--- config.mk ---
export PLATFORM = sky130hd
export DESIGN_NAME = rtu_request_frame_receiver
export DESIGN_NICKNAME = d
export VERILOG_FILES = /design/src/sv/rrf_pkg.sv /design/src/sv/rrf_front.sv /design/src/sv/rrf_queue.sv /design/src/sv/rrf_back.sv /design/src/sv/rtu_request_frame_receiver.sv
export SDC_FILE = /design/constraint.sdc
export NUM_CORES = 1
export LEC_CHECK = 0
export CORE_MARGIN = 8
export CORE_UTILIZATION = 70
export CTS_BUF_LIST = sky130_fd_sc_hd__clkbuf_8
export DETAILED_ROUTE_END_ITERATION = 6
export DONT_BUFFER_PORTS = 1
export PLACE_DENSITY = 0.86
export SYNTH_ARGS = -nofsm -noshare
export SYNTH_HDL_FRONTEND = slang
export SYNTH_SLANG_ARGS = --single-unit
export TNS_END_PERCENT = 20
--- constraint.sdc ---
create_clock -name clk -period 13.81 [get_ports clk]
set_clock_uncertainty 0.05 [all_clocks]
set_input_delay 0.6905 -clock clk [delete_from_list [all_inputs] [get_ports clk]]
set_output_delay 0.6905 -clock clk [all_outputs]
set_load 0.05 [all_outputs]
--- src/sv/rrf_pkg.sv ---
// Shared types, constants and functions of the RTU request frame receiver.
`timescale 1ns / 1ps
package rrf_pkg;

  localparam logic [7:0]  FC_READ        = 8'h04;
  localparam logic [7:0]  FC_WRITE       = 8'h10;
  localparam logic [15:0] MAX_WC_RESET   = 16'd100;
  localparam logic [7:0]  OWN_ID_RESET   = 8'h00;
  localparam logic [15:0] CRC_INIT       = 16'hFFFF;
  localparam logic [15:0] CRC_POLY       = 16'hA001;

  // Configuration register indexes.
  localparam logic REG_OWN_SLAVE_ID   = 1'b0;
  localparam logic REG_MAX_WORD_COUNT = 1'b1;

  localparam int ADDR_TABLE_SIZE    = 28;
  localparam int ADDR_TABLE_ENTRIES = 28;
  localparam int ADDR_TABLE_USED    =
    (ADDR_TABLE_ENTRIES < ADDR_TABLE_SIZE) ? ADDR_TABLE_ENTRIES : ADDR_TABLE_SIZE;

  localparam logic [15:0] KNOWN_ADDR [ADDR_TABLE_SIZE] = '{
    16'h1100, 16'h1200, 16'h2100, 16'h2200, 16'h2300, 16'h2400, 16'h2500, 16'h2600,
    16'h2700, 16'h2800, 16'h2900, 16'h3000, 16'h3100, 16'h3200, 16'h4100, 16'h4200,
    16'h4300, 16'h5100, 16'h6100, 16'h7100, 16'h7200, 16'h7300, 16'h7400, 16'h7500,
    16'h7600, 16'h7700, 16'h7900, 16'h8000
  };

  // Event kinds.
  localparam logic [1:0] EV_DATA      = 2'd0;
  localparam logic [1:0] EV_READ_OK   = 2'd1;
  localparam logic [1:0] EV_WRITE_OK  = 2'd2;
  localparam logic [1:0] EV_REJECT    = 2'd3;

  // Reject causes.
  localparam logic [2:0] RC_NONE      = 3'd0;
  localparam logic [2:0] RC_OTHER_ID  = 3'd0;
  localparam logic [2:0] RC_BAD_FUNC  = 3'd1;
  localparam logic [2:0] RC_BAD_ADDR  = 3'd2;
  localparam logic [2:0] RC_COUNT     = 3'd3;
  localparam logic [2:0] RC_CRC       = 3'd4;

  typedef struct packed {
    logic [1:0]  event_kind;
    logic [7:0]  data_byte;
    logic [7:0]  data_index;
    logic [7:0]  function_code;
    logic [15:0] register_address;
    logic [15:0] word_count;
    logic [7:0]  byte_count;
    logic [2:0]  reject_cause;
  } rrf_event_t;

  typedef struct packed {
    logic full;
    logic empty;
  } rrf_q_status_t;

  // Modbus CRC-16, one byte, LSB first.
  function automatic logic [15:0] crc_update(input logic [15:0] crc, input logic [7:0] b);
    logic [15:0] c;
    c = crc ^ {8'h00, b};
    for (int i = 0; i < 8; i++) begin
      if (c[0]) c = (c >> 1) ^ CRC_POLY;
      else      c = c >> 1;
    end
    return c;
  endfunction

  function automatic logic address_known(input logic [15:0] a);
    logic hit;
    hit = 1'b0;
    for (int i = 0; i < ADDR_TABLE_USED; i++) begin
      if (KNOWN_ADDR[i] == a) hit = 1'b1;
    end
    return hit;
  endfunction

endpackage

--- src/sv/rrf_front.sv ---
// Front end: byte acceptance, frame parsing, CRC and event classification.
`timescale 1ns / 1ps
module rrf_front (
  input  logic                 clk,
  input  logic                 rst_n,
  input  logic                 in_valid,
  output logic                 in_stall,
  input  logic [7:0]           in_rx_byte,
  input  logic                 cfg_valid,
  output logic                 cfg_ready,
  input  logic                 cfg_index,
  input  logic [15:0]          cfg_data,
  input  rrf_pkg::rrf_q_status_t q_status,
  output logic                 push,
  output rrf_pkg::rrf_event_t  push_event
);
  import rrf_pkg::*;

  typedef enum logic [2:0] {
    PH_ID, PH_FUNC, PH_ADDR, PH_COUNT, PH_CRC, PH_BCOUNT, PH_DATA
  } phase_t;

  phase_t      phase_r, phase_nxt;
  logic [15:0] crc_r, crc_nxt;
  logic [7:0]  func_r, func_nxt;
  logic [15:0] addr_r, addr_nxt;
  logic [15:0] wcount_r, wcount_nxt;
  logic [7:0]  bcount_r, bcount_nxt;
  logic [7:0]  seen_r, seen_nxt;
  logic [7:0]  own_id_r;
  logic [15:0] max_wc_r;

  logic        accept;
  logic [15:0] crc_step;
  logic [7:0]  seen_inc;
  logic [1:0]  ev_kind;
  logic [2:0]  ev_cause;
  logic [7:0]  ev_byte;
  logic [7:0]  ev_idx;
  logic        ev_fire;

  assign in_stall  = q_status.full;
  assign cfg_ready = 1'b1;
  assign accept    = in_valid && !in_stall;
  assign crc_step  = crc_update((phase_r == PH_ID) ? CRC_INIT : crc_r, in_rx_byte);
  assign seen_inc  = seen_r + 8'd1;

  always_comb begin
    phase_nxt  = phase_r;
    crc_nxt    = crc_r;
    func_nxt   = func_r;
    addr_nxt   = addr_r;
    wcount_nxt = wcount_r;
    bcount_nxt = bcount_r;
    seen_nxt   = seen_r;
    ev_fire    = 1'b0;
    ev_kind    = EV_DATA;
    ev_cause   = RC_NONE;
    ev_byte    = 8'h00;
    ev_idx     = 8'h00;
    if (accept) begin
      crc_nxt = crc_step;
      case (phase_r)
        PH_FUNC: begin
          func_nxt = in_rx_byte;
          if (in_rx_byte != FC_READ && in_rx_byte != FC_WRITE) begin
            phase_nxt = PH_ID;
            ev_fire   = 1'b1;
            ev_kind   = EV_REJECT;
            ev_cause  = RC_BAD_FUNC;
          end else begin
            phase_nxt = PH_ADDR;
            seen_nxt  = 8'd0;
          end
        end
        PH_ADDR: begin
          addr_nxt = {addr_r[7:0], in_rx_byte};
          if (seen_r == 8'd0) begin
            seen_nxt = 8'd1;
          end else if (!address_known(addr_nxt)) begin
            phase_nxt = PH_ID;
            ev_fire   = 1'b1;
            ev_kind   = EV_REJECT;
            ev_cause  = RC_BAD_ADDR;
          end else begin
            phase_nxt = PH_COUNT;
            seen_nxt  = 8'd0;
          end
        end
        PH_COUNT: begin
          wcount_nxt = {wcount_r[7:0], in_rx_byte};
          if (seen_r == 8'd0) begin
            seen_nxt = 8'd1;
          end else if (wcount_nxt > max_wc_r) begin
            phase_nxt = PH_ID;
            ev_fire   = 1'b1;
            ev_kind   = EV_REJECT;
            ev_cause  = RC_COUNT;
          end else begin
            phase_nxt = (func_r == FC_WRITE) ? PH_BCOUNT : PH_CRC;
            seen_nxt  = 8'd0;
          end
        end
        PH_BCOUNT: begin
          bcount_nxt = in_rx_byte;
          seen_nxt   = 8'd0;
          phase_nxt  = (in_rx_byte == 8'd0) ? PH_CRC : PH_DATA;
        end
        PH_DATA: begin
          ev_fire = 1'b1;
          ev_kind = EV_DATA;
          ev_byte = in_rx_byte;
          ev_idx  = seen_r;
          if (seen_inc == bcount_r) begin
            phase_nxt = PH_CRC;
            seen_nxt  = 8'd0;
          end else begin
            seen_nxt  = seen_inc;
          end
        end
        PH_CRC: begin
          if (seen_r == 8'd0) begin
            seen_nxt = 8'd1;
          end else begin
            phase_nxt = PH_ID;
            ev_fire   = 1'b1;
            if (crc_step != 16'h0000) begin
              ev_kind  = EV_REJECT;
              ev_cause = RC_CRC;
            end else begin
              ev_kind  = (func_r == FC_WRITE) ? EV_WRITE_OK : EV_READ_OK;
            end
          end
        end
        default: begin
          // waiting for slave id: every byte starts a fresh frame
          func_nxt   = 8'h00;
          addr_nxt   = 16'h0000;
          wcount_nxt = 16'h0000;
          bcount_nxt = 8'h00;
          seen_nxt   = 8'd0;
          if (in_rx_byte != own_id_r) begin
            crc_nxt   = CRC_INIT;
            phase_nxt = PH_ID;
            ev_fire   = 1'b1;
            ev_kind   = EV_REJECT;
            ev_cause  = RC_OTHER_ID;
          end else begin
            phase_nxt = PH_FUNC;
          end
        end
      endcase
    end
  end

  assign push                        = ev_fire;
  assign push_event.event_kind       = ev_kind;
  assign push_event.data_byte        = ev_byte;
  assign push_event.data_index       = ev_idx;
  assign push_event.function_code    = func_nxt;
  assign push_event.register_address = addr_nxt;
  assign push_event.word_count       = wcount_nxt;
  assign push_event.byte_count       = bcount_nxt;
  assign push_event.reject_cause     = ev_cause;

  always_ff @(posedge clk) begin
    if (!rst_n) begin
      phase_r  <= PH_ID;
      crc_r    <= CRC_INIT;
      func_r   <= 8'h00;
      addr_r   <= 16'h0000;
      wcount_r <= 16'h0000;
      bcount_r <= 8'h00;
      seen_r   <= 8'd0;
      own_id_r <= OWN_ID_RESET;
      max_wc_r <= MAX_WC_RESET;
    end else begin
      phase_r  <= phase_nxt;
      crc_r    <= crc_nxt;
      func_r   <= func_nxt;
      addr_r   <= addr_nxt;
      wcount_r <= wcount_nxt;
      bcount_r <= bcount_nxt;
      seen_r   <= seen_nxt;
      if (cfg_valid && cfg_ready) begin
        if (cfg_index == REG_OWN_SLAVE_ID)   own_id_r <= cfg_data[7:0];
        if (cfg_index == REG_MAX_WORD_COUNT) max_wc_r <= cfg_data;
      end
    end
  end

endmodule

--- src/sv/rrf_queue.sv ---
// Two-entry event queue between the parser and the output stage.
`timescale 1ns / 1ps
module rrf_queue (
  input  logic                   clk,
  input  logic                   rst_n,
  input  logic                   push,
  input  rrf_pkg::rrf_event_t    push_event,
  input  logic                   pop,
  output rrf_pkg::rrf_event_t    head_event,
  output rrf_pkg::rrf_q_status_t q_status
);
  import rrf_pkg::*;

  rrf_event_t entry_r [2];
  logic       wr_ptr_r, wr_ptr_nxt;
  logic       rd_ptr_r, rd_ptr_nxt;
  logic [1:0] count_r, count_nxt;
  logic       do_push;
  logic       do_pop;

  assign q_status.full  = (count_r == 2'd2);
  assign q_status.empty = (count_r == 2'd0);
  assign do_push        = push && !q_status.full;
  assign do_pop         = pop && !q_status.empty;
  assign head_event     = entry_r[rd_ptr_r];

  always_comb begin
    wr_ptr_nxt = do_push ? ~wr_ptr_r : wr_ptr_r;
    rd_ptr_nxt = do_pop ? ~rd_ptr_r : rd_ptr_r;
    count_nxt  = count_r + {1'b0, do_push} - {1'b0, do_pop};
  end

  always_ff @(posedge clk) begin
    if (!rst_n) begin
      wr_ptr_r <= 1'b0;
      rd_ptr_r <= 1'b0;
      count_r  <= 2'd0;
    end else begin
      wr_ptr_r <= wr_ptr_nxt;
      rd_ptr_r <= rd_ptr_nxt;
      count_r  <= count_nxt;
    end
  end

  always_ff @(posedge clk) begin
    if (do_push) entry_r[wr_ptr_r] <= push_event;
  end

endmodule

--- src/sv/rrf_back.sv ---
// Back end: output register that presents queued events on the result channel.
`timescale 1ns / 1ps
module rrf_back (
  input  logic                   clk,
  input  logic                   rst_n,
  input  rrf_pkg::rrf_q_status_t q_status,
  input  rrf_pkg::rrf_event_t    head_event,
  output logic                   pop,
  output logic                   out_valid,
  input  logic                   out_stall,
  output logic [1:0]             out_event_kind,
  output logic [7:0]             out_data_byte,
  output logic [7:0]             out_data_index,
  output logic [7:0]             out_function_code,
  output logic [15:0]            out_register_address,
  output logic [15:0]            out_word_count,
  output logic [7:0]             out_byte_count,
  output logic [2:0]             out_reject_cause
);
  import rrf_pkg::*;

  logic       out_valid_r, out_valid_nxt;
  rrf_event_t out_event_r;

  // refill the output register whenever it is empty or being taken
  assign pop = !q_status.empty && (!out_valid_r || !out_stall);

  always_comb begin
    out_valid_nxt = out_valid_r;
    if (pop)               out_valid_nxt = 1'b1;
    else if (!out_stall)   out_valid_nxt = 1'b0;
  end

  always_ff @(posedge clk) begin
    if (!rst_n) out_valid_r <= 1'b0;
    else        out_valid_r <= out_valid_nxt;
  end

  always_ff @(posedge clk) begin
    if (pop) out_event_r <= head_event;
  end

  assign out_valid            = out_valid_r;
  assign out_event_kind       = out_event_r.event_kind;
  assign out_data_byte        = out_event_r.data_byte;
  assign out_data_index       = out_event_r.data_index;
  assign out_function_code    = out_event_r.function_code;
  assign out_register_address = out_event_r.register_address;
  assign out_word_count       = out_event_r.word_count;
  assign out_byte_count       = out_event_r.byte_count;
  assign out_reject_cause     = out_event_r.reject_cause;

endmodule

--- src/sv/rtu_request_frame_receiver.sv ---
// Top level of the RTU request frame receiver.
`timescale 1ns / 1ps
// Usage:
// - Input channel: one received serial byte per item on in_rx_byte, taken at
//   an edge with in_valid high and in_stall low; one per cycle while not stalled.
// - Result channel: at most one event per byte (write data byte, read frame
//   good, write frame good, or reject with cause), valid/stall handshake.
// - Config channel: cfg_index 0 writes own slave id (cfg_data[7:0]), index 1
//   writes the max word count. cfg_ready is always high; write only when idle.
// - Path: an event is written into the queue at the edge that takes its byte,
//   then moves on to the output register, which drives out_valid.
//   Throughput: one item per cycle while in_stall is low; the parser does the
//   CRC byte update and the address compare combinationally.
// - A two-entry queue sits between parser and output register. When the
//   receiver stalls, the queue fills and in_stall rises once it is full; the
//   pending output holds steady.
// - Reset: parser waits for a slave id, CRC back to 0xFFFF, own id 0, max
//   word count 100, queue and output register empty.
module rtu_request_frame_receiver (
  input  logic        clk,
  input  logic        rst_n,
  input  logic        in_valid,
  output logic        in_stall,
  input  logic [7:0]  in_rx_byte,
  output logic        out_valid,
  input  logic        out_stall,
  output logic [1:0]  out_event_kind,
  output logic [7:0]  out_data_byte,
  output logic [7:0]  out_data_index,
  output logic [7:0]  out_function_code,
  output logic [15:0] out_register_address,
  output logic [15:0] out_word_count,
  output logic [7:0]  out_byte_count,
  output logic [2:0]  out_reject_cause,
  input  logic        cfg_valid,
  output logic        cfg_ready,
  input  logic        cfg_index,
  input  logic [15:0] cfg_data
);
  import rrf_pkg::*;

  rrf_q_status_t q_status;
  rrf_event_t    push_event;
  rrf_event_t    head_event;
  logic          push;
  logic          pop;

  rrf_front u_front (
    .clk        (clk),
    .rst_n      (rst_n),
    .in_valid   (in_valid),
    .in_stall   (in_stall),
    .in_rx_byte (in_rx_byte),
    .cfg_valid  (cfg_valid),
    .cfg_ready  (cfg_ready),
    .cfg_index  (cfg_index),
    .cfg_data   (cfg_data),
    .q_status   (q_status),
    .push       (push),
    .push_event (push_event)
  );

  rrf_queue u_queue (
    .clk        (clk),
    .rst_n      (rst_n),
    .push       (push),
    .push_event (push_event),
    .pop        (pop),
    .head_event (head_event),
    .q_status   (q_status)
  );

  rrf_back u_back (
    .clk                  (clk),
    .rst_n                (rst_n),
    .q_status             (q_status),
    .head_event           (head_event),
    .pop                  (pop),
    .out_valid            (out_valid),
    .out_stall            (out_stall),
    .out_event_kind       (out_event_kind),
    .out_data_byte        (out_data_byte),
    .out_data_index       (out_data_index),
    .out_function_code    (out_function_code),
    .out_register_address (out_register_address),
    .out_word_count       (out_word_count),
    .out_byte_count       (out_byte_count),
    .out_reject_cause     (out_reject_cause)
  );

endmodule

==> impl_metrics.tcl <==
set metrics [dict create \
    outcome "finished clean" \
    cts_resized 0 \
    synth-seq-cells 311 \
    start_util_pct 71.7 \
    gr-total-overflow 0 \
    wirelength_mm 26.8 \
    layout.cells.non_filler 1283 \
    start_kind "register" \
    synth.area.mux_share_pct 6.87 \
    synth_area_leaders "edfxtp_1 48%, dfxtp_1 16%, mux2_2 6.1%" \
    area_delta_synth_final_pct 8.64 \
    cts_sinks 311 \
    finalCriticalPeriod_ns 3.66 \
    yosysTopAreaCell "edfxtp_1" \
    grtUsageTotal_pct 22.3 \
    multi_input_area_um2 4270 \
    cts_tree "built" \
    syn_nets 1072 \
    slew_violations 0 \
    grt_pass1_vias 7720 \
    cts.root.buffer_cell "clkbuf_8" \
    synth_area_um2 12900 \
    dp_hpwl_mm 17.4 \
    globalplace.congestion 0.883 \
    tns_ns 0 \
    cp.required_ns 14.01 \
    synth_top_area_share_pct 48.1 \
    final_area_um2 14000 \
    antenna_found_initial 0 \
    htreeDepth 2 \
    synthAdderAreaFrac_pct 2.03 \
    fp.dieH_um 152 \
    dr.pass1.iters 5 \
    rr_worst_depth 12 \
    die_w_um 152 \
    postRouteAntennaNets 0 \
    ys_types 64 \
    io_pins 102 \
    drive_gt1_share_pct 15.0 \
    setup_slack_ns 10.15 \
    yosys.area_share.simple_pct 11.9 \
    path_delay_family "simple AND/OR/NAND/NOR gates" \
    cts_hold_buf 0 \
    r2r-start "u_front.phase_r[2]$_SDFFE_PN0P_" \
    place_inst 1197 \
    tightest_slew_ns 1.14 \
    dp_slack_ns 9.98 \
    cts_buffers 47 \
    cp_num_buf_inv 1 \
    n_antenna_cell 0 \
    cp_cell_sequence "nor3_1 > buf_4 > nor2_1 > xnor2_1 > xor2_1 > xnor2_1 > ha_1 > xnor2_1 > nor4_1 > a31oi_1 > nor4_1 > a21boi_0" \
    cp.depth 12 \
    setup_viol 0 \
    finalNetCount 1068 \
    ys.flop_type "edfxtp_1" \
    post_cts_buffers 0 \
    vdd_ir_drop_max_v 0.000232 \
    relSlewSlack_pct 23.8 \
    wl_per_cell_um 20.9 \
    synth_compound_area_share_pct 8.38 \
    critPathMaxFanout 26 \
    leakage_uw 0.00503 \
    rsz0062_at_grt "no" \
    io_buffers 0 \
    max_stage_delay_ns 0.84 \
    fin_crit_sh_pct 26.5 \
    regArea_um2 8300 \
    post_drt_via_cell_ratio 6.17 \
    synth_edf_count 207 \
    ys_seq_area_share_pct 64.2 \
    worstHoldPathType "in -> reg" \
    clk_path_buf_depth 3 \
    synthXorXnorAreaFrac_pct 3.63 \
    filler_cell_count 1064 \
    die_area_um2 23100 \
    grt_max_degree 88 \
    drcViolationCount 0 \
    slowest_stage "dfxtp_1" \
    fmaxAchievable_mhz 273 \
    synthCells 1021 \
    synth.yosys.warnings 0 \
    vias 7914 \
    maxCapViolCount 0 \
    power_density_nw_per_um2 198 \
    crit_top_cell "xnor2_1" \
    crit_end "u_queue.entry_r[1][67]$_DFFE_PP_" \
    regToRegSetupSlack_ns 10.15 \
    core_um2 18000 \
    drtIter0Drc 800 \
    async_flop_share_pct 0 \
    r2r_end "u_queue.entry_r[1][67]$_DFFE_PP_" \
    cp.arrival_ns 3.86 \
    clock_latency_ns 0.56 \
    grt_pass1_wl_mm 41.8 \
    endpoint_kind "register" \
    critPathLaunch "u_front.phase_r[2]$_SDFFE_PN0P_" \
    synth_top_family_by_area "simple AND/OR/NAND/NOR gates" \
    dpl_cell_area_um2 13000 \
    clk_pin_slew_ns 0.06 \
    hold_violations 0 \
    fp-row-count 49 \
    synth.avg_cell_area_um2 12.7 \
    crit_type "reg -> reg" \
]
==> sequential cells by signal, indices dropped and copies added (netlist names), 16 cells and up <==
name,flops
u_queue.entry_r,138
u_front.max_wc_r,16
u_back.out_register_address,16
u_front.wcount_r,16
u_front.crc_r,16
u_back.out_word_count,16
u_front.addr_r,16
==> layout by cell type, fill, tap and decap left out, types with 3 or more instances in the layout <==
cell | synthesis | layout
a211oi_1 | 3 | 3
a21boi_0 | 3 | 3
a21oi_1 | 30 | 29
a22o_1 | 40 | 40
a31oi_1 | 8 | 8
and2_1 | 55 | 55
and3_1 | 12 | 12
buf_4 | 1 | 7
bufinv_16 | 0 | 3
clkbuf_8 | 0 | 58
clkinv_2 | 0 | 5
dfxtp_1 | 104 | 103
edfxtp_1 | 207 | 207
ha_1 | 21 | 21
inv_1 | 36 | 51
mux2_2 | 70 | 70
mux2i_1 | 10 | 10
nand2_1 | 88 | 88
nand2b_1 | 6 | 6
nand3_1 | 12 | 12
nand4_1 | 6 | 6
nor2_1 | 60 | 58
nor2b_1 | 7 | 7
nor3_1 | 22 | 22
nor3b_1 | 4 | 4
nor4_1 | 8 | 8
o211ai_1 | 4 | 4
o21a_1 | 3 | 3
o21ai_0 | 27 | 27
o21ai_1 | 5 | 5
o22ai_1 | 19 | 19
or3_1 | 6 | 6
or4_1 | 3 | 3
xnor2_1 | 44 | 44
xor2_1 | 7 | 7
==> metal layers <==
metal / vias up / wire length [µm] / track usage [%]
met5: - / 0 / 0
met1: 3862 / 11200 / 27.8
li1: 3704 / - / -
met4: 0 / 635 / 8.02
met2: 297 / 13400 / 37.7
met3: 51 / 1600 / 4.85
==> synth_stat cells, types with 12 or more instances <==
cell      instances
inv_1            36
dfxtp_1         104
nand2_1          88
o21ai_0          27
a22o_1           40
nor2_1           60
ha_1             21
clkbuf_1         48
o22ai_1          19
nor3_1           22
nand3_1          12
mux2_2           70
a21oi_1          30
and3_1           12
and2_1           55
xnor2_1          44
edfxtp_1        207
==> logic make-up after synthesis <==
group / Yosys count
flops: 311
simple gates: 301
compound gates: 159
buf+inv: 96
mux: 80
xor+xnor: 52
fa+ha+maj: 21
other cells: 1
==> per-stage QoR <==
| stage | power [µW] | utilization [%] | hold slack, ns |
|---|---|---|---|
| floorplan | 1920 | - | 0.386 |
| global placement | 2010 | 72.4 | 0.392 |
| detailed placement | 2030 | 72.4 | 0.397 |
| CTS | 2810 | 77.9 | 0.148 |
| global route | 2890 | 77.9 | 0.140 |
| finish | 2780 | 77.9 | 0.164 |
==> power breakdown <==
group | internal [µW] | leakage, µW | switching [µW]
sequential | 1230 | 0.00284 | 372
clock | 438 | 0.000572 | 338
combinational | 147 | 0.00161 | 252
total | 1820 | 0.00503 | 962
==> worst min path at each step <==
| stage | startpoint | endpoint | slack, ns | cells past startpoint |
|---|---|---|---|---|
| final | rst_n | u_front.crc_r[2]$_SDFFE_PN1P_ | 0.16 | 1 |
| after global routing | rst_n | u_front.crc_r[1]$_SDFFE_PN1P_ | 0.14 | 1 |
| after CTS | rst_n | u_front.crc_r[3]$_SDFFE_PN1P_ | 0.15 | 1 |
| after detailed placement | u_front.max_wc_r[11]$_SDFFE_PN0P_ | u_front.max_wc_r[11]$_SDFFE_PN0P_ | 0.40 | 2 |
| after global placement | u_front.max_wc_r[15]$_SDFFE_PN0P_ | u_front.max_wc_r[15]$_SDFFE_PN0P_ | 0.39 | 2 |
| after floorplan | u_front.max_wc_r[10]$_SDFFE_PN0P_ | u_front.max_wc_r[10]$_SDFFE_PN0P_ | 0.39 | 2 |
==> layout make-up <==
cell class                      instances  area share, %
Multi-Input combinational cell        614           30.4
Timing Repair Buffer                    7          0.374
Clock buffer                           58           5.68
Tap cell                              229           2.04
Clock inverter                         28           1.47
Inverter                               36          0.962
Sequential cell                       311           59.1
(Power assumes the default switching activity.)
